$ cat src/rtl/lrs_pkg.sv
package lrs_pkg;

    localparam int unsigned WORD_W = 32;
    localparam int unsigned MUL_W  = WORD_W + 1;
    localparam int unsigned PROD_W = 2 * WORD_W;
    localparam int unsigned CNT_W  = $clog2(WORD_W);
    localparam int unsigned FAC_W  = 17;
    localparam int unsigned IDX_W  = 3;

    localparam logic [1:0] MODE_CONST  = 2'd0;
    localparam logic [1:0] MODE_NEWBOB = 2'd1;
    localparam logic [1:0] MODE_STEP   = 2'd2;

    localparam logic [IDX_W-1:0] REG_MODE       = 3'd0;
    localparam logic [IDX_W-1:0] REG_INIT_RATE  = 3'd1;
    localparam logic [IDX_W-1:0] REG_NB_FACTOR  = 3'd2;
    localparam logic [IDX_W-1:0] REG_STEP_INTVL = 3'd3;
    localparam logic [IDX_W-1:0] REG_STEP_FACT  = 3'd4;
    localparam logic [IDX_W-1:0] REG_COUNT_ERR  = 3'd5;

    localparam logic [WORD_W-1:0] RST_RATE       = 32'd16777216;
    localparam logic [FAC_W-1:0]  RST_NB_FACTOR  = 17'd32768;
    localparam logic [WORD_W-1:0] RST_STEP_INTVL = 32'd10000;
    localparam logic [FAC_W-1:0]  RST_STEP_FACT  = 17'd6554;

    localparam logic [PROD_W-1:0] SUM_MAX = {1'b0, {(PROD_W-1){1'b1}}};
    localparam logic [PROD_W-1:0] SUM_MIN = {1'b1, {(PROD_W-1){1'b0}}};

    typedef enum logic [3:0] {
        ST_IDLE,
        ST_DECIDE,
        ST_REM,
        ST_STEP,
        ST_MUL_LHS,
        ST_MUL_RHS,
        ST_CMP,
        ST_MUL_RATE,
        ST_SAT_RATE,
        ST_MUL_OBJ,
        ST_ACC,
        ST_DONE
    } t_state;

    typedef struct packed {
        logic busy;
        logic done;
    } t_rem_status;

endpackage

$ cat src/rtl/learning_rate_scheduler.sv
// Learning-rate scheduler: one batch report in, one learning rate out.
// Input stream s_axis_*: a batch report (epoch, observations, errors and
// mean objective) packed in tdata. Output stream m_axis_*: the rate after
// the update in tdata, and in tuser a flag set when this item scaled it.
// Config channel i_cfg_*: register index and data, always ready; write only
// while no item is in flight. Writing the initial rate reloads the rate.
// Items are handled one at a time by a sequencer around one shared 33x33
// multiplier and a bit-serial remainder unit. Steps after an item is accepted:
//   constant mode: the result is registered directly
//   newbob mode: objective product and accumulate; on an epoch boundary
//   with observations, two error-ratio products and a compare come first,
//   then scaling if the rate is reduced
//   step mode: step check, then scaling if due; the first step item after a
//   write of the interval register runs the remainder unit (one bit/cycle)
// The sequencer goes back to idle as the result is registered.
// s_axis_tready is high only in the idle state. If m_axis_tready is low the
// finished result waits in the output register; the next item may be taken
// meanwhile but stalls in its last state until the register frees.
// Synchronous active-low reset restores the state, configuration, schedule
// and output registers to their defaults, rate = 1.0, and clears the output valid.
module learning_rate_scheduler
    import lrs_pkg::*;
(
    input  logic              i_clk,
    input  logic              i_rst_n,
    input  logic              s_axis_tvalid,
    output logic              s_axis_tready,
    // [31:0] epoch_number, [47:32] batch_observations,
    // [63:48] batch_errors, [95:64] batch_objective
    input  logic [95:0]       s_axis_tdata,
    output logic              m_axis_tvalid,
    input  logic              m_axis_tready,
    // [31:0] learning_rate
    output logic [WORD_W-1:0] m_axis_tdata,
    // [0] rate_reduced
    output logic              m_axis_tuser,
    input  logic              i_cfg_valid,
    output logic              o_cfg_ready,
    input  logic [IDX_W-1:0]  i_cfg_index,
    input  logic [WORD_W-1:0] i_cfg_data
);

    t_state r_state;
    t_state n_state;

    // configuration
    logic [1:0]        r_mode;
    logic [FAC_W-1:0]  r_nb_factor;
    logic [WORD_W-1:0] r_step_intvl;
    logic [FAC_W-1:0]  r_step_fact;
    logic              r_count_err;

    // scheduler state
    logic [WORD_W-1:0] r_rate;
    logic              r_first;
    logic [WORD_W-1:0] r_last_epoch;
    logic [WORD_W-1:0] r_ep_obs;
    logic [WORD_W-1:0] r_ep_err;
    logic [PROD_W-1:0] r_ep_sum;
    logic [WORD_W-1:0] r_prev_err;
    logic [WORD_W-1:0] r_prev_obs;
    logic [PROD_W-1:0] r_prev_sum;
    logic [WORD_W-1:0] r_batch_cnt;
    logic [WORD_W-1:0] r_mod;
    logic              r_mod_valid;

    // item in flight
    logic [WORD_W-1:0] r_epoch;
    logic [15:0]       r_obs;
    logic [15:0]       r_errs;
    logic [WORD_W-1:0] r_obj;
    logic              r_reduced;
    logic [PROD_W-1:0] r_lhs;

    // output register
    logic              r_out_valid;
    logic [WORD_W-1:0] r_out_rate;
    logic              r_out_red;

    logic signed [MUL_W-1:0] w_mul_a;
    logic signed [MUL_W-1:0] w_mul_b;
    logic [PROD_W-1:0]       w_prod;
    logic                    w_rem_start;
    t_rem_status             w_rem_st;
    logic [WORD_W-1:0]       w_rem;

    logic                    w_in_acc;
    logic                    w_out_free;
    logic [WORD_W-1:0]       w_eff_last;
    logic                    w_new_epoch;
    logic [WORD_W-1:0]       w_cnt_inc;
    logic [WORD_W:0]         w_mod_inc;
    logic [WORD_W-1:0]       w_new_mod;
    logic                    w_step_red;
    logic                    w_nb_red;
    logic [FAC_W-1:0]        w_factor;
    logic [PROD_W-17:0]      w_scaled;
    logic [WORD_W:0]         w_obs_sum;
    logic [WORD_W:0]         w_err_sum;
    logic [PROD_W-1:0]       w_obj_sum;
    logic                    w_obj_ovf;

    assign w_in_acc      = s_axis_tvalid && s_axis_tready;
    assign w_out_free    = !r_out_valid || m_axis_tready;
    assign s_axis_tready = (r_state == ST_IDLE);
    assign o_cfg_ready   = 1'b1;

    assign w_eff_last  = r_first ? r_epoch : r_last_epoch;
    assign w_new_epoch = r_epoch > w_eff_last;

    assign w_cnt_inc  = r_batch_cnt + 1'b1;
    assign w_mod_inc  = {1'b0, r_mod} + 1'b1;
    assign w_new_mod  = ((w_cnt_inc == '0) || (w_mod_inc == {1'b0, r_step_intvl}))
                        ? '0 : w_mod_inc[WORD_W-1:0];
    assign w_step_red = (r_step_intvl != '0) && (w_new_mod == '0);

    assign w_nb_red = (r_lhs > w_prod) ||
                      ((r_lhs == w_prod) && ($signed(r_ep_sum) >= $signed(r_prev_sum)));

    assign w_factor = (r_mode == MODE_STEP) ? r_step_fact : r_nb_factor;
    assign w_scaled = w_prod[PROD_W-1:16];

    assign w_obs_sum = {1'b0, r_ep_obs} + {17'd0, r_obs};
    assign w_err_sum = {1'b0, r_ep_err} + {17'd0, r_errs};
    assign w_obj_sum = r_ep_sum + w_prod;
    assign w_obj_ovf = (r_ep_sum[PROD_W-1] == w_prod[PROD_W-1]) &&
                       (w_obj_sum[PROD_W-1] != r_ep_sum[PROD_W-1]);

    assign w_rem_start = (r_state == ST_DECIDE) && (r_mode == MODE_STEP) &&
                         (r_step_intvl != '0) && !r_mod_valid;

    always_comb begin
        unique case (r_state)
            ST_MUL_LHS: begin
                w_mul_a = {1'b0, r_ep_err};
                w_mul_b = {1'b0, r_prev_obs};
            end
            ST_MUL_RHS: begin
                w_mul_a = {1'b0, r_prev_err};
                w_mul_b = {1'b0, r_ep_obs};
            end
            ST_MUL_RATE: begin
                w_mul_a = {1'b0, r_rate};
                w_mul_b = {{(MUL_W-FAC_W){1'b0}}, w_factor};
            end
            ST_MUL_OBJ: begin
                w_mul_a = {r_obj[WORD_W-1], r_obj};
                w_mul_b = {{(MUL_W-16){1'b0}}, r_obs};
            end
            default: begin
                w_mul_a = '0;
                w_mul_b = '0;
            end
        endcase
    end

    lrs_mul u_mul (
        .i_clk  (i_clk),
        .i_a    (w_mul_a),
        .i_b    (w_mul_b),
        .o_prod (w_prod)
    );

    lrs_rem u_rem (
        .i_clk      (i_clk),
        .i_rst_n    (i_rst_n),
        .i_start    (w_rem_start),
        .i_dividend (r_batch_cnt),
        .i_divisor  (r_step_intvl),
        .o_status   (w_rem_st),
        .o_rem      (w_rem)
    );

    always_ff @(posedge i_clk) begin
        if (!i_rst_n) begin
            r_state <= ST_IDLE;
        end else begin
            r_state <= n_state;
        end
    end

    always_comb begin
        n_state = r_state;
        unique case (r_state)
            ST_IDLE: begin
                if (w_in_acc) begin
                    n_state = ST_DECIDE;
                end
            end
            ST_DECIDE: begin
                if (r_mode == MODE_NEWBOB) begin
                    if (w_new_epoch && (r_ep_obs != '0)) begin
                        n_state = ST_MUL_LHS;
                    end else begin
                        n_state = ST_MUL_OBJ;
                    end
                end else if (r_mode == MODE_STEP) begin
                    n_state = w_rem_start ? ST_REM : ST_STEP;
                end else begin
                    n_state = ST_DONE;
                end
            end
            ST_REM: begin
                if (w_rem_st.done) begin
                    n_state = ST_STEP;
                end
            end
            ST_STEP:     n_state = w_step_red ? ST_MUL_RATE : ST_DONE;
            ST_MUL_LHS:  n_state = ST_MUL_RHS;
            ST_MUL_RHS:  n_state = ST_CMP;
            ST_CMP:      n_state = w_nb_red ? ST_MUL_RATE : ST_MUL_OBJ;
            ST_MUL_RATE: n_state = ST_SAT_RATE;
            ST_SAT_RATE: n_state = (r_mode == MODE_NEWBOB) ? ST_MUL_OBJ : ST_DONE;
            ST_MUL_OBJ:  n_state = ST_ACC;
            ST_ACC:      n_state = ST_DONE;
            ST_DONE: begin
                if (w_out_free) begin
                    n_state = ST_IDLE;
                end
            end
            default:     n_state = ST_IDLE;
        endcase
    end

    always_ff @(posedge i_clk) begin
        if (w_in_acc) begin
            r_epoch <= s_axis_tdata[31:0];
            r_obs   <= s_axis_tdata[47:32];
            r_errs  <= s_axis_tdata[63:48];
            r_obj   <= s_axis_tdata[95:64];
        end
        if (r_state == ST_MUL_RHS) begin
            r_lhs <= w_prod;
        end
    end

    always_ff @(posedge i_clk) begin
        if (!i_rst_n) begin
            r_mode       <= MODE_CONST;
            r_nb_factor  <= RST_NB_FACTOR;
            r_step_intvl <= RST_STEP_INTVL;
            r_step_fact  <= RST_STEP_FACT;
            r_count_err  <= 1'b1;
            r_rate       <= RST_RATE;
            r_first      <= 1'b1;
            r_last_epoch <= '0;
            r_ep_obs     <= '0;
            r_ep_err     <= '0;
            r_ep_sum     <= '0;
            r_prev_err   <= WORD_W'(1);
            r_prev_obs   <= WORD_W'(1);
            r_prev_sum   <= SUM_MAX;
            r_batch_cnt  <= '0;
            r_mod        <= '0;
            r_mod_valid  <= 1'b1;
            r_reduced    <= 1'b0;
            r_out_valid  <= 1'b0;
            r_out_rate   <= '0;
            r_out_red    <= 1'b0;
        end else begin
            if (i_cfg_valid) begin
                unique case (i_cfg_index)
                    REG_MODE:       r_mode <= i_cfg_data[1:0];
                    REG_INIT_RATE:  r_rate <= i_cfg_data;
                    REG_NB_FACTOR:  r_nb_factor <= i_cfg_data[FAC_W-1:0];
                    REG_STEP_INTVL: begin
                        r_step_intvl <= i_cfg_data;
                        r_mod_valid  <= 1'b0;
                    end
                    REG_STEP_FACT:  r_step_fact <= i_cfg_data[FAC_W-1:0];
                    REG_COUNT_ERR:  r_count_err <= i_cfg_data[0];
                    default: ;
                endcase
            end

            if ((r_state == ST_DONE) && w_out_free) begin
                r_out_valid <= 1'b1;
            end else if (m_axis_tvalid && m_axis_tready) begin
                r_out_valid <= 1'b0;
            end

            unique case (r_state)
                ST_IDLE: begin
                    r_reduced <= 1'b0;
                end
                ST_DECIDE: begin
                    if (r_mode == MODE_NEWBOB) begin
                        r_first      <= 1'b0;
                        r_last_epoch <= w_new_epoch ? r_epoch : w_eff_last;
                        if (w_new_epoch && (r_ep_obs == '0)) begin
                            r_ep_obs <= '0;
                            r_ep_err <= '0;
                            r_ep_sum <= '0;
                        end
                    end
                end
                ST_REM: begin
                    if (w_rem_st.done) begin
                        r_mod       <= w_rem;
                        r_mod_valid <= 1'b1;
                    end
                end
                ST_STEP: begin
                    r_batch_cnt <= w_cnt_inc;
                    r_mod       <= w_new_mod;
                    if (r_step_intvl == '0) begin
                        r_mod_valid <= 1'b0;
                    end
                    r_reduced <= w_step_red;
                end
                ST_CMP: begin
                    r_reduced  <= w_nb_red;
                    r_prev_err <= r_ep_err;
                    r_prev_obs <= r_ep_obs;
                    r_prev_sum <= r_ep_sum;
                    r_ep_obs   <= '0;
                    r_ep_err   <= '0;
                    r_ep_sum   <= '0;
                end
                ST_SAT_RATE: begin
                    r_rate <= (w_scaled[PROD_W-17:WORD_W] != '0) ? '1
                                                                  : w_scaled[WORD_W-1:0];
                end
                ST_ACC: begin
                    r_ep_obs <= w_obs_sum[WORD_W] ? '1 : w_obs_sum[WORD_W-1:0];
                    if (r_count_err) begin
                        r_ep_err <= w_err_sum[WORD_W] ? '1 : w_err_sum[WORD_W-1:0];
                    end
                    if (w_obj_ovf) begin
                        r_ep_sum <= r_ep_sum[PROD_W-1] ? SUM_MIN : SUM_MAX;
                    end else begin
                        r_ep_sum <= w_obj_sum;
                    end
                end
                ST_DONE: begin
                    if (w_out_free) begin
                        r_out_rate  <= r_rate;
                        r_out_red   <= r_reduced;
                    end
                end
                default: ;
            endcase
        end
    end

    assign m_axis_tvalid = r_out_valid;
    assign m_axis_tdata  = r_out_rate;
    assign m_axis_tuser  = r_out_red;

    a_busy_not_ready: assert property (@(posedge i_clk) disable iff (!i_rst_n)
        w_in_acc |=> (r_state == ST_DECIDE) && !s_axis_tready)
        else $error("item accepted while sequencer busy");

    a_rem_done_in_wait: assert property (@(posedge i_clk) disable iff (!i_rst_n)
        w_rem_st.done |-> (r_state == ST_REM))
        else $error("remainder finished outside its wait state");

    a_reduce_mode: assert property (@(posedge i_clk) disable iff (!i_rst_n)
        (r_state == ST_MUL_RATE) |-> (r_mode == MODE_NEWBOB || r_mode == MODE_STEP))
        else $error("rate scaled in constant mode");

    a_out_load: assert property (@(posedge i_clk) disable iff (!i_rst_n)
        (r_state == ST_DONE && w_out_free) |=> m_axis_tvalid && (m_axis_tdata == r_rate))
        else $error("result not presented after completion");

    a_stall_hold: assert property (@(posedge i_clk) disable iff (!i_rst_n)
        (r_state == ST_DONE && !w_out_free) |=> (r_state == ST_DONE))
        else $error("result dropped under output stall");

endmodule

$ cat src/rtl/lrs_mul.sv
module lrs_mul
    import lrs_pkg::*;
(
    input  logic                     i_clk,
    input  logic signed [MUL_W-1:0]  i_a,
    input  logic signed [MUL_W-1:0]  i_b,
    output logic        [PROD_W-1:0] o_prod
);

    logic signed [2*MUL_W-1:0] w_full;
    logic        [PROD_W-1:0]  r_prod;

    assign w_full = i_a * i_b;

    always_ff @(posedge i_clk) begin
        r_prod <= w_full[PROD_W-1:0];
    end

    assign o_prod = r_prod;

endmodule

$ cat src/rtl/lrs_rem.sv
module lrs_rem
    import lrs_pkg::*;
(
    input  logic              i_clk,
    input  logic              i_rst_n,
    input  logic              i_start,
    input  logic [WORD_W-1:0] i_dividend,
    input  logic [WORD_W-1:0] i_divisor,
    output t_rem_status       o_status,
    output logic [WORD_W-1:0] o_rem
);

    logic              r_busy;
    logic              r_done;
    logic [CNT_W-1:0]  r_cnt;
    logic [WORD_W-1:0] r_dvd;
    logic [WORD_W-1:0] r_div;
    logic [WORD_W-1:0] r_rem;
    logic [WORD_W:0]   w_trial;
    logic [WORD_W:0]   w_diff;

    assign w_trial = {r_rem, r_dvd[WORD_W-1]};
    assign w_diff  = w_trial - {1'b0, r_div};

    always_ff @(posedge i_clk) begin
        if (!i_rst_n) begin
            r_busy <= 1'b0;
            r_done <= 1'b0;
            r_cnt  <= '0;
        end else begin
            r_done <= 1'b0;
            if (i_start) begin
                r_busy <= 1'b1;
                r_cnt  <= CNT_W'(WORD_W - 1);
            end else if (r_busy) begin
                r_cnt <= r_cnt - 1'b1;
                if (r_cnt == '0) begin
                    r_busy <= 1'b0;
                    r_done <= 1'b1;
                end
            end
        end
    end

    always_ff @(posedge i_clk) begin
        if (i_start) begin
            r_rem <= '0;
            r_dvd <= i_dividend;
            r_div <= i_divisor;
        end else if (r_busy) begin
            r_dvd <= {r_dvd[WORD_W-2:0], 1'b0};
            if (w_diff[WORD_W] == 1'b0) begin
                r_rem <= w_diff[WORD_W-1:0];
            end else begin
                r_rem <= w_trial[WORD_W-1:0];
            end
        end
    end

    assign o_status = '{busy: r_busy, done: r_done};
    assign o_rem    = r_rem;

endmodule

$ cat config.mk
export PLATFORM = sky130hd
export DESIGN_NAME = learning_rate_scheduler
export DESIGN_NICKNAME = d
export VERILOG_FILES = /design/src/rtl/lrs_pkg.sv /design/src/rtl/learning_rate_scheduler.sv /design/src/rtl/lrs_mul.sv /design/src/rtl/lrs_rem.sv
export SDC_FILE = /design/constraint.sdc
export NUM_CORES = 2
export LEC_CHECK = 0
export BUFFER_PORTS_ARGS = -buffer_cell sky130_fd_sc_hd__buf_2
export CAP_MARGIN = 10
export CORE_AREA = 8 8 373 375
export DETAILED_ROUTE_END_ITERATION = 10
export DIE_AREA = 0 0 381 383
export PLACE_DENSITY_LB_ADDON = 0.05
export SLEW_MARGIN = 20
export SYNTH_ARGS = -nofsm -noshare
export SYNTH_HDL_FRONTEND = slang
export SYNTH_SLANG_ARGS = --single-unit
$ cat constraint.sdc
create_clock -name i_clk -period 24.1 [get_ports i_clk]
set_clock_uncertainty 0.15 [all_clocks]
set_input_delay 2.41 -clock i_clk [delete_from_list [all_inputs] [get_ports i_clk]]
set_output_delay 2.41 -clock i_clk [all_outputs]
set_load 0.1 [all_outputs]
==> impl_metrics.csv <==
group,metric,value,unit
placement,placedCellCount,10500,
floorplan,core-area,0.133,mm²
clocking,cts_tree,"yes",
timing,setup_tns,0,ns
worst_setup_path,slowest_delay,0.91,ns
placement,port_buffers,170,
clocking,cts_setup_buffers,0,
synthesis,yosys-top-cells-area,"fa_1 (28%), dfxtp_1 (15%), edfxtp_1 (8.5%)",
clocking,clkSinkCount,821,
floorplan,die-area,0.146,mm²
timing,worst_slew_pin_slew,1.21,ns
power_and_ir_drop,vdd_drop_max,0.244,mV
worst_setup_path,r2r_end,"u_mul.o_prod[62]",
final_layout,syn_to_final_growth,6.85,%
timing,maxSlewViolCount,0,
clocking,cts_resized,0,
worst_setup_path,cp_slowest_cell,"fa_1",
grt,grt_util_met3,0.0969,
timing,slew_headroom,0.195,
routing,avgViaCountPerCell,6.04,
routing,routed_wl,264,mm
final_layout,final_nets,10600,
clocking,root_buffer,"clkbuf_16",
worst_setup_path,crit_path_end_kind,"flip-flop",
grt,grt_first_pass_wirelength,399,mm
grt,grt_max_degree,140,
synthesis,ys.flop_type,"dfxtp_1",
synthesis,yosys_warnings,0,
min_path,min_path_cells,2,
grt,antenna_found_initial,15,
routing,drt_pre_antenna_iters,6,
status,outcome,"finished clean",
clocking,cts-buffers-inserted,93,
routing,detail-route-antenna-nets,0,
final_layout,ff_latch_area,0.0187,mm²
clocking,clkTransAtPathRegs,0.06,ns
floorplan,ios,172,
power_and_ir_drop,power_density,59.9,mW/mm²
grt,grt_pass1_vias,64400,
worst_setup_path,critPathTopFamily,"adder cells",
synthesis,synth_top_cell_by_area,"fa_1",
worst_setup_path,r2r_cells,30,
placement,dp_hpwl,200,mm
timing,fin_crit,10.78,ns
floorplan,num_rows,134,
worst_setup_path,crit_required,24.54,ns
routing,first_iter_violations,6460,
placement,gp_congestion,0.995,
power_and_ir_drop,p_sw_frac,0.397,
power_and_ir_drop,p_switching,2.01,mW
worst_setup_path,crit_top_cell,"fa_1",
timing,max_freq,92.7,MHz
routing,drc,0,
synthesis,avgSynthCellArea,8.87,µm²
final_layout,multi_input_area,0.0540,mm²
clocking,ctsLongestPathBuffers,3,
min_path,min_to,"r_prev_obs[25]",
grt,use_met2,0.544,
final_layout,nFillCells,11500,
synthesis,netlist.area_leader.share,0.277,
worst_setup_path,critPathMaxFanout,46,
worst_setup_path,rrSetupSlack,13.32,ns
min_path,hold_path.class,"flip-flop to flip-flop",
floorplan,die_x,381,µm
synthesis,synthArstFlopShare,0,
synthesis,synth.most_common_cell,"inv_1",
power_and_ir_drop,power,5.07,mW
worst_setup_path,rr_startpoint,"r_state[2]",
synthesis,ys_ff_latch,821,
clocking,clock_latency,0.74,ns
grt,gr-max-usage-layer,"met2",
synthesis,netlist-cell-type-count,105,
routing,routed-via-count,64800,
timing,period_share,0.447,
clocking,cts_max_level,3,
synthesis,ys_seq_area_frac,0.236,
timing,finalHoldViolCount,0,
synthesis,syn_inst,8927,
power_and_ir_drop,p_clk_frac,0.281,
min_path,holdCritStartpoint,"r_prev_obs[25]",
worst_setup_path,path_class,"flip-flop to flip-flop",
job,drv_cap,0,
final_layout,final_cell_count_no_fill,10700,
grt,grt_util_met1,0.474,
power_and_ir_drop,internal_power,3.06,mW
synthesis,netlist_area,0.0792,mm²
power_and_ir_drop,seqPwrFrac,0.341,
grt,grt_use_total,0.357,
floorplan,die_h,383,µm
synthesis,synthTopCellsByCount,"inv_1 (1,287), nand2_1 (1,156), fa_1 (1,097)",
final_layout,drive_gt1_frac,0.0624,
power_and_ir_drop,leakage,39.0,nW
timing,grt_setup_unrepaired,"false",
power_and_ir_drop,pwr-share-comb,0.378,
worst_setup_path,arrival,11.22,ns
final_layout,post-route-util,0.637,
routing,wl_per_cell,24.6,µm
synthesis,synth-edff-count,224,
clocking,cts_hold_buf,0,
worst_setup_path,startpoint_type,"flip-flop",
worst_setup_path,cp.buffers_inverters,6,
floorplan,initial_utilization,0.596,
grt,grt_overflow_total,0,
timing,setup_viol,0,
worst max-delay path by stage:
stage / end / cells after the start / slack, ns / startpoint
finish: u_mul.o_prod[62] / 30 / 13.32 / r_state[2]
global placement: u_mul.o_prod[62] / 33 / 13.55 / r_state[2]
detailed placement: u_mul.o_prod[62] / 30 / 13.43 / r_state[2]
CTS: u_mul.o_prod[62] / 30 / 13.39 / r_state[2]
global route: u_mul.o_prod[62] / 28 / 12.77 / r_state[2]
floorplan: u_mul.o_prod[48] / 34 / 13.88 / r_state[3]
power by group through the flow:
stage,clock network (mW),registers [mW],logic [mW]
finish,1.42,1.73,1.92
global route,1.50,1.73,2.11
CTS,1.45,1.71,1.88
detailed placement,0,1.74,1.87
global placement,0,1.74,1.83
floorplan,0,1.63,1.31
sequential cells by signal (all words and copies together), names as in the netlist, 32 cells and up:
register	flops
m_axis_tdata	32
r_batch_cnt	32
r_ep_err	32
r_ep_obs	32
r_ep_sum	64
r_epoch	32
r_last_epoch	32
r_lhs	64
r_mod	32
r_obj	32
r_prev_err	32
r_prev_obs	32
r_prev_sum	64
r_rate	32
r_step_intvl	32
u_mul.o_prod	64
u_rem.o_rem	32
u_rem.r_div	32
u_rem.r_dvd	32
layout make-up:
class                   count  share of cell area
well taps                1768              0.0261
diodes                     16            0.000473
clock buffers             134              0.0313
clock inverters            40             0.00472
repair buffers            290              0.0209
flip-flops and latches    821               0.221
multi-input cells        6371               0.638
inverters                1288              0.0572
logic make-up after synthesis:
family / count (synthesis) / share of synthesized area
compound gates: 1498 / 0.122
xor+xnor: 278 / 0.0319
fa+ha+maj: 1574 / 0.353
buf+inv: 1762 / 0.0849
flops: 821 / 0.236
mux: 120 / 0.0153
other cells: 2 / 0.0000949
simple gates: 2872 / 0.157
metrics by stage:
step / setup slack [ns] / area, µm² / hold slack (ns)
2_1_floorplan: 13.88 / 79300 / 0.282
3_3_place_gp: 13.55 / 81500 / 0.289
3_5_place_dp: 13.43 / 81500 / 0.297
4_1_cts: 13.39 / 84500 / 0.305
5_1_grt: 12.77 / 84600 / 0.306
6_report: 13.32 / 84600 / 0.303
cells in the final DEF (no fill, tap or decap), types with 16 or more instances in the layout:
master     netlist  layout
inv_1         1287    1286
nand2_1       1156    1156
fa_1          1097    1097
nor2_1        1062    1058
dfxtp_1        597     596
ha_1           477     477
a21oi_1        465     464
o21ai_0        296     296
edfxtp_1       224     224
xnor2_1        186     186
buf_2           20     169
a21o_1         136     136
buf_4            5     120
mux2i_1        114     114
nand3_1        102     100
clkbuf_16        0      95
a22oi_1         96      87
o211ai_1        85      85
xor2_1          85      85
nand4_1         80      80
nor3_1          80      76
nand2b_1        73      73
o21a_1          59      59
and2_1          52      45
a211oi_1        45      45
nor2b_1         44      44
a31oi_1         44      44
and3_1          46      44
nor4_1          37      37
or2_2           31      31
conb_1           2      29
or3_1           27      27
clkbuf_1       411      27
o21bai_1        25      25
and4_1          20      19
a22o_1          18      18
o31ai_1         17      17
clkinv_2         0      17
diode_2          0      16
per-layer routing:
layer	part of all wire	wire length [µm]	up-vias
li1	-	-	28800
met1	0.40	104000	32100
met2	0.43	114000	3250
met3	0.11	29900	673
met4	0.058	15400	8
met5	0.00017	46	-
worst reg2reg max path: cells and delay by family, from the launching register on:
kind | cells | cell delay (ns)
compound gates | 6 | 1.80
xor+xnor | 1 | 0.15
fa+ha+maj | 9 | 4.94
buf+inv | 6 | 1.41
flops | 1 | 0.61
simple gates | 8 | 1.59
(Power assumes the default switching activity.)
